<file path="config.mk">
export PLATFORM = sky130hd
export DESIGN_NAME = psnap_snap
export DESIGN_NICKNAME = d
export VERILOG_FILES = /design/src/psnap_pkg.sv /design/src/psnap_snap.sv
export SDC_FILE = /design/constraint.sdc
export NUM_CORES = 1
export LEC_CHECK = 0
export ABC_AREA = 0
export ABC_CLOCK_PERIOD_IN_PS = 35200
export CAP_MARGIN = 20
export CORE_AREA = 2 2 281 283
export DETAILED_ROUTE_END_ITERATION = 6
export DIE_AREA = 0 0 283 285
export DONT_BUFFER_PORTS = 1
export PLACE_DENSITY = 0.55
export SLEW_MARGIN = 10
export SYNTH_ARGS = -nofsm -noshare
export SYNTH_HDL_FRONTEND = slang
export SYNTH_SLANG_ARGS = --single-unit
</file>
<file path="constraint.sdc">
create_clock -name vclk -period 35.2
set_clock_uncertainty 0.15 [all_clocks]
set_input_delay 7.04 -clock vclk [all_inputs]
set_output_delay 7.04 -clock vclk [all_outputs]
set_load 0.05 [all_outputs]
</file>
<file path="src/psnap_pkg.sv">
// ----------------------------------------------------------------------------
// psnap_pkg
// Shared types, constants and the segment classifier for the 45-degree
// polyline point snapper.
// ----------------------------------------------------------------------------
`default_nettype none

package psnap_pkg;

	localparam int MAX_POINTS_DEF = 256;

	typedef struct packed {
		logic        new_polygon;
		logic [31:0] x_coord;
		logic [31:0] y_coord;
	} in_item_t;

	typedef enum logic [2:0] {
		VERDICT_APPEND    = 3'd0,
		VERDICT_DUPLICATE = 3'd1,
		VERDICT_FULL      = 3'd2,
		VERDICT_REPLACE   = 3'd3,
		VERDICT_REMOVE    = 3'd4
	} verdict_t;

	typedef struct packed {
		logic [31:0] snapped_x;
		logic [31:0] snapped_y;
		verdict_t    verdict;
		logic [7:0]  point_total;
		logic        closed;
	} out_item_t;

	typedef struct packed {
		logic [31:0] x;
		logic [31:0] y;
	} point_t;

	typedef enum logic [2:0] {
		CLS_H    = 3'd0,
		CLS_D1   = 3'd1,
		CLS_V    = 3'd2,
		CLS_D2   = 3'd3,
		CLS_NONE = 3'd4
	} cls_t;

	typedef struct packed {
		logic take_first;
		logic append;
		logic replace;
		logic remove;
	} step_ctl_t;

	// Earlier tests take precedence, so the diagonals win over the axes.
	function automatic cls_t classify(input logic signed [32:0] dx,
	                                  input logic signed [32:0] dy);
		cls_t c;
		if (dy == -dx) begin
			c = CLS_D2;
		end else if (dy == dx) begin
			c = CLS_D1;
		end else if (dx == 33'sd0) begin
			c = CLS_V;
		end else if (dy == 33'sd0) begin
			c = CLS_H;
		end else begin
			c = CLS_NONE;
		end
		return c;
	endfunction

endpackage

`default_nettype wire

</file>
<file path="src/psnap_snap.sv">
// ----------------------------------------------------------------------------
// psnap_snap
// Snaps one point against the last stored point and decides how the
// polyline changes: start, append, merge, removal or ignore.
// ----------------------------------------------------------------------------
`default_nettype none

module psnap_snap #(
	parameter int MAX_POINTS = 256,
	parameter int CW         = $clog2(MAX_POINTS)
) (
	input  wire psnap_pkg::in_item_t item,
	input  wire logic [CW-1:0]       count,
	input  wire psnap_pkg::point_t   last,
	input  wire psnap_pkg::point_t   prev,
	input  wire psnap_pkg::point_t   first,
	output psnap_pkg::out_item_t     result,
	output psnap_pkg::step_ctl_t     ctl,
	output psnap_pkg::point_t        snapped,
	output logic [CW-1:0]            count_next
);
	import psnap_pkg::*;

	localparam logic [CW-1:0] FULL_AT = CW'(MAX_POINTS - 2);
	localparam logic [CW-1:0] ONE     = CW'(1);
	localparam logic [CW-1:0] THREE   = CW'(3);

	logic signed [32:0] dx, dy, ndx, ndy, pdx, pdy;
	logic [32:0]        adx, ady;
	logic               vert, horiz, dup, full, take_first, merge, hits_prev;
	logic [33:0]        dd, dsum;
	logic [31:0]        diag_x;
	cls_t               ca, cb;
	point_t             last_next;

	always_comb begin
		take_first = item.new_polygon || (count == '0);
		dx  = {item.x_coord[31], item.x_coord} - {last.x[31], last.x};
		dy  = {item.y_coord[31], item.y_coord} - {last.y[31], last.y};
		adx = dx[32] ? 33'(-dx) : 33'(dx);
		ady = dy[32] ? 33'(-dy) : 33'(dy);
		vert  = {1'b0, ady} > {adx, 1'b0};
		horiz = {1'b0, adx} > {ady, 1'b0};
		dup   = (dx == 33'sd0) && (dy == 33'sd0);
		full  = count >= FULL_AT;

		dd   = dx[32] ? 34'(34'd0 - {1'b0, ady}) : {1'b0, ady};
		dsum = {{2{last.x[31]}}, last.x} + dd;
		if (dsum[33:31] == 3'b000 || dsum[33:31] == 3'b111) begin
			diag_x = dsum[31:0];
		end else if (!dsum[33]) begin
			diag_x = 32'h7fff_ffff;
		end else begin
			diag_x = 32'h8000_0000;
		end

		if (vert) begin
			snapped.x = last.x;
		end else if (horiz) begin
			snapped.x = item.x_coord;
		end else begin
			snapped.x = diag_x;
		end
		snapped.y = horiz && !vert ? last.y : item.y_coord;

		ndx = {snapped.x[31], snapped.x} - {last.x[31], last.x};
		ndy = {snapped.y[31], snapped.y} - {last.y[31], last.y};
		pdx = {last.x[31], last.x} - {prev.x[31], prev.x};
		pdy = {last.y[31], last.y} - {prev.y[31], prev.y};
		cb  = classify(ndx, ndy);
		ca  = classify(pdx, pdy);
		merge     = (count != ONE) && (ca == cb) && (ca != CLS_NONE);
		hits_prev = (snapped == prev);

		ctl        = '0;
		count_next = count;
		result.snapped_x = item.x_coord;
		result.snapped_y = item.y_coord;
		result.verdict   = VERDICT_APPEND;
		last_next        = last;
		priority if (take_first) begin
			ctl.take_first = 1'b1;
			count_next     = ONE;
			last_next      = point_t'{x: item.x_coord, y: item.y_coord};
		end else if (dup) begin
			result.verdict = VERDICT_DUPLICATE;
		end else if (full) begin
			result.verdict = VERDICT_FULL;
		end else if (merge && hits_prev) begin
			ctl.remove       = 1'b1;
			count_next       = count - ONE;
			result.verdict   = VERDICT_REMOVE;
			result.snapped_x = snapped.x;
			result.snapped_y = snapped.y;
			last_next        = prev;
		end else if (merge) begin
			ctl.replace      = 1'b1;
			result.verdict   = VERDICT_REPLACE;
			result.snapped_x = snapped.x;
			result.snapped_y = snapped.y;
			last_next        = snapped;
		end else begin
			ctl.append       = 1'b1;
			count_next       = count + ONE;
			result.snapped_x = snapped.x;
			result.snapped_y = snapped.y;
			last_next        = snapped;
		end

		result.point_total = 8'(count_next);
		result.closed      = (count_next > THREE) && !ctl.take_first && (last_next == first);
	end

endmodule

`default_nettype wire

</file>
======== Word level (Yosys, flattened, before mapping) ========
Index checks and enable logic that the tools add are counted.
cells by class
  magnitude comparators ................... 4
  equality and inequality tests ........... 10
  reduce and logical (&&, ||, !) cells .... 19
  multiplexer cells ....................... 40
  add/sub/neg operators ................... 14
operators by type and width
  operator                 count
  $mux W64                 6
  $logic_not A33 Y1        6
  $sub A32 B32 Y33         6
  $mux W32                 5
  $eq A33 B33 Y1           4
  $neg A33 Y33             4
  $eq A64 B64 Y1           2
  $gt A33 B34 Y1           2
  $mux W67                 1
  $mux W33                 2
  $mux W3                  14
  $mux W8                  5
  $add A34 B34 Y34         1
  $mux W34                 1
  $sub A1 B33 Y34 const A  1
  $add A8 B1 Y8 const B    1
  $ge A8 B8 Y1 const B     1
  $gt A8 B2 Y1 const B     1
  $logic_not A8 Y1         1
  $ne A8 B1 Y1 const B     1
  $sub A8 B1 Y8 const B    1
  $logic_and A1 B1 Y1      7
  $mux W1                  4
  $mux W2                  2
  other kinds (6)          8
storage, ports and cells
  bits of input ports ..................... 265
  word-level logic and storage cells ...... 87
  flip-flop bits (word level) ............. 0

======== Logic depth before layout (Yosys ltp) ========
  depth in word-level cells ............... 27
  depth in mapped cells ................... 73

======== Least setup slack after synthesis ========
Ideal clock, no wire load.
  path kind ............................... input to output
  start ................................... input port last[3] (netlist bit)
  end ..................................... output port result[1] (netlist bit)
  stages .................................. 71
  arrival ................................. 23.678 ns
  slack ................................... 4.332 ns
  cells stage by stage .................... inv_1 ha_1 o211ai_1 a21o_1 a31oi_2 o311a_2 o31ai_2 clkbuf_1 clkbuf_1 nor2_1 a21oi_1 ha_1 nand4_1 nor4_1 nand3_1 nor2_1 nand2_1 nor2_1 [... 35 more ...] and3_1 o2111ai_1 or4b_1 or4b_2 nor4b_1 o2111ai_1 or4_1 nor4_1 nor4bb_1 o21ai_0 mux2_2 a211oi_1 or2_1 clkbuf_1 nand3_1 and3_1 o21ai_0 buf_4
RTL lines
  element             RTL line          source
  start: declaration  psnap_snap.sv:14  input wire psnap_pkg::point_t last,
  end: declaration    psnap_snap.sv:17  output psnap_pkg::out_item_t result,

==> summary.md <==
| Metric | Value |
|---|---|
| Total Nets Final | `4747` |
| Port Buffers | `0` |
| Global-route wire length before repair | `232 mm` |
| Max-cap violations | `0` |
| FF+latch count | `0` |
| # DRC | `0` |
| Status | `completed` |
| Critical-path top delay cell | `a21oi_2` |
| Worst Path Max Fanout | `25` |
| Worst setup path endpoint | `result[0]` |
| Initial DRT Pass Iterations | `5` |
| Finish-stage setup viols | `0` |
| Die Width | `283 um` |
| Cts hold-fix bufs | `0` |
| Total wire length | `166 mm` |
| DRT iter0 DRCs | `4873` |
| Critical path startpoint category | `input pin` |
| Vias in the first global route | `31800` |
| Setup tns final | `0 ps` |
| Synth Instances | `4231` |
| Final worst path period share | `0.967` |
| Die Height | `285 um` |
| Data required, critical path | `28010 ps` |
| Register Area | `0 um2` |
| Worst setup margin | `1150 ps` |
| Max incr delay on CP | `680 ps` |
| Routed Antenna Nets | `0` |
| Final Max Slew Viols | `0` |
| Syn Area/Cell | `6.53 um2` |
| Placement Setup Slack | `1170 ps` |
| Initial antenna violation count | `23` |
| Slew headroom | `0.194` |
| GP Congestion | `1.08` |
| P&R area growth vs syn | `5.97%` |
| Fmax | `0.0294 GHz` |
| Initial Util | `0.354` |
| CORE AREA | `78000 um2` |
| CP startpoint | `item[0]` |
| # IOs | `417` |
| Nature of the critical path endpoint | `output port` |
| DP Cell Count | `5220` |
| Largest net degree at the start of global routing | `58` |
| Synth cell types | `114` |
| Non-Filler Instances | `5234` |
| Vias post-DR | `35500` |
| Wire per inst | `31.7 um` |
| Sequential area share after synthesis | `0` |
| Util after Layout | `0.376` |
| Gr ovfl total | `0` |
| WS Path Type | `input pin to output port` |
| Setup bufs post-CTS | `0` |
| Min-delay worst type | `input pin to output port` |
| Synthesis Warnings | `0` |
| CLK BUF | `0` |
| DP HPWL | `141 mm` |
| Total global-route track usage | `0.388` |
| Area of the die | `80700 um2` |
| CP arrival | `26860 ps` |
| Cell row count | `103` |
| Vias per inst | `6.78` |
| RSZ-0062 raised after global routing | `no` |
| CTS resizes | `0` |
| Least-Margin Pin Slew | `1200 ps` |
| Fin crit period | `34050 ps` |
| Post-Syn Area | `27600 um2` |
| Syn Nets | `4803` |
| Share of layout cells above drive strength 1 | `0.0575` |
| Final hold violation count | `0` |
==> cell usage in the layout, fill, tap and decap left out, types with 27 or more instances in the layout <==
cell type	instances
a31oi_1	61
and3_1	65
o21a_1	59
and2_1	44
o21ai_0	217
buf_4	93
o211ai_1	43
o31ai_1	31
nor2b_1	39
a2111oi_0	33
a211oi_1	59
nand2b_1	47
mux2i_1	51
ha_1	300
xor2_1	128
a21o_1	116
or3_1	45
xnor2_1	269
o21ai_1	67
a21oi_1	305
o2111ai_1	35
nor3_1	138
a211o_1	27
nand3_1	116
nand4_1	82
o22ai_1	47
inv_1	293
nand2_1	479
nor2_1	289
nor4_1	61
==> worst min path at each step <==
| stage | slack [ps] | end | cells past startpoint | from |
|---|---|---|---|---|
| after detailed placement | 14210 | count_next[3] | 2 | item[64] |
| final | 14210 | count_next[3] | 2 | item[64] |
| after floorplan | 14180 | result[0] | 3 | first[55] |
| after global placement | 14210 | count_next[3] | 2 | item[64] |
| after global routing | 14220 | count_next[3] | 2 | item[64] |
| after CTS | 14210 | count_next[3] | 2 | item[64] |
==> stage by stage <==
stage               area, um2  hold WS [ps]
CTS                     29200         14210
finish                  29300         14210
detailed placement      29200         14210
floorplan               27600         14180
global placement        29200         14210
global route            29300         14220
==> critical path: cells and delay by family <==
| family | cells | cell delay (ps) |
|---|---|---|
| adder cells (fa/ha/maj) | 5 | 1720 |
| AND/OR/NAND/NOR | 26 | 7860 |
| multiplexers | 2 | 500 |
| AO/OA/AOI/OAI | 29 | 8500 |
| XOR/XNOR | 3 | 620 |
| buffers and inverters | 4 | 570 |
==> logic make-up after synthesis <==
family                   share of synthesized area
multiplexers                                0.0246
adder cells (fa/ha/maj)                      0.141
buffers and inverters                       0.0645
AND/OR/NAND/NOR                              0.289
AO/OA/AOI/OAI                                0.350
XOR/XNOR                                     0.132
==> Yosys cell counts (all sizes together), types with 22 or more instances <==
master | count | area share
o31ai | 35 | 0.0097
nor2b | 39 | 0.0088
xor2 | 128 | 0.041
a211oi | 62 | 0.018
a21oi | 312 | 0.057
ha | 300 | 0.14
nor2 | 294 | 0.040
a2111oi | 42 | 0.015
o211ai | 43 | 0.012
nand2b | 47 | 0.011
a31oi | 67 | 0.015
o21a | 59 | 0.016
o22ai | 47 | 0.011
or2 | 31 | 0.0070
and3 | 65 | 0.015
nand2 | 481 | 0.065
a211o | 27 | 0.0086
nor3b | 22 | 0.0060
a21o | 116 | 0.032
a21boi | 26 | 0.0072
clkbuf | 113 | 0.015
nor4 | 63 | 0.014
and2 | 45 | 0.010
nand4 | 84 | 0.019
o21ai | 299 | 0.055
mux2i | 51 | 0.018
nor3 | 139 | 0.025
inv | 294 | 0.040
or3 | 45 | 0.010
o2111ai | 35 | 0.011
xnor2 | 269 | 0.085
buf | 44 | 0.0091
nand3 | 117 | 0.021
==> cell type report <==
| type | instances | area, um2 |
|---|---|---|
| Antenna cell | 11 | 27.5 |
| Fill cell | 8586 | 48700 |
| Inverter | 295 | 1110 |
| Multi-Input combinational cell | 3779 | 26100 |
| Tap cell | 1050 | 1310 |
| Timing Repair Buffer | 99 | 758 |
==> per-layer routing <==
metal,vias to the layer above,GRT usage,wire length (um)
met2,2253,0.575,67600
met4,34,0.181,9860
met5,-,0,225
li1,15800,-,-
met3,510,0.0953,19300
met1,16900,0.524,69000
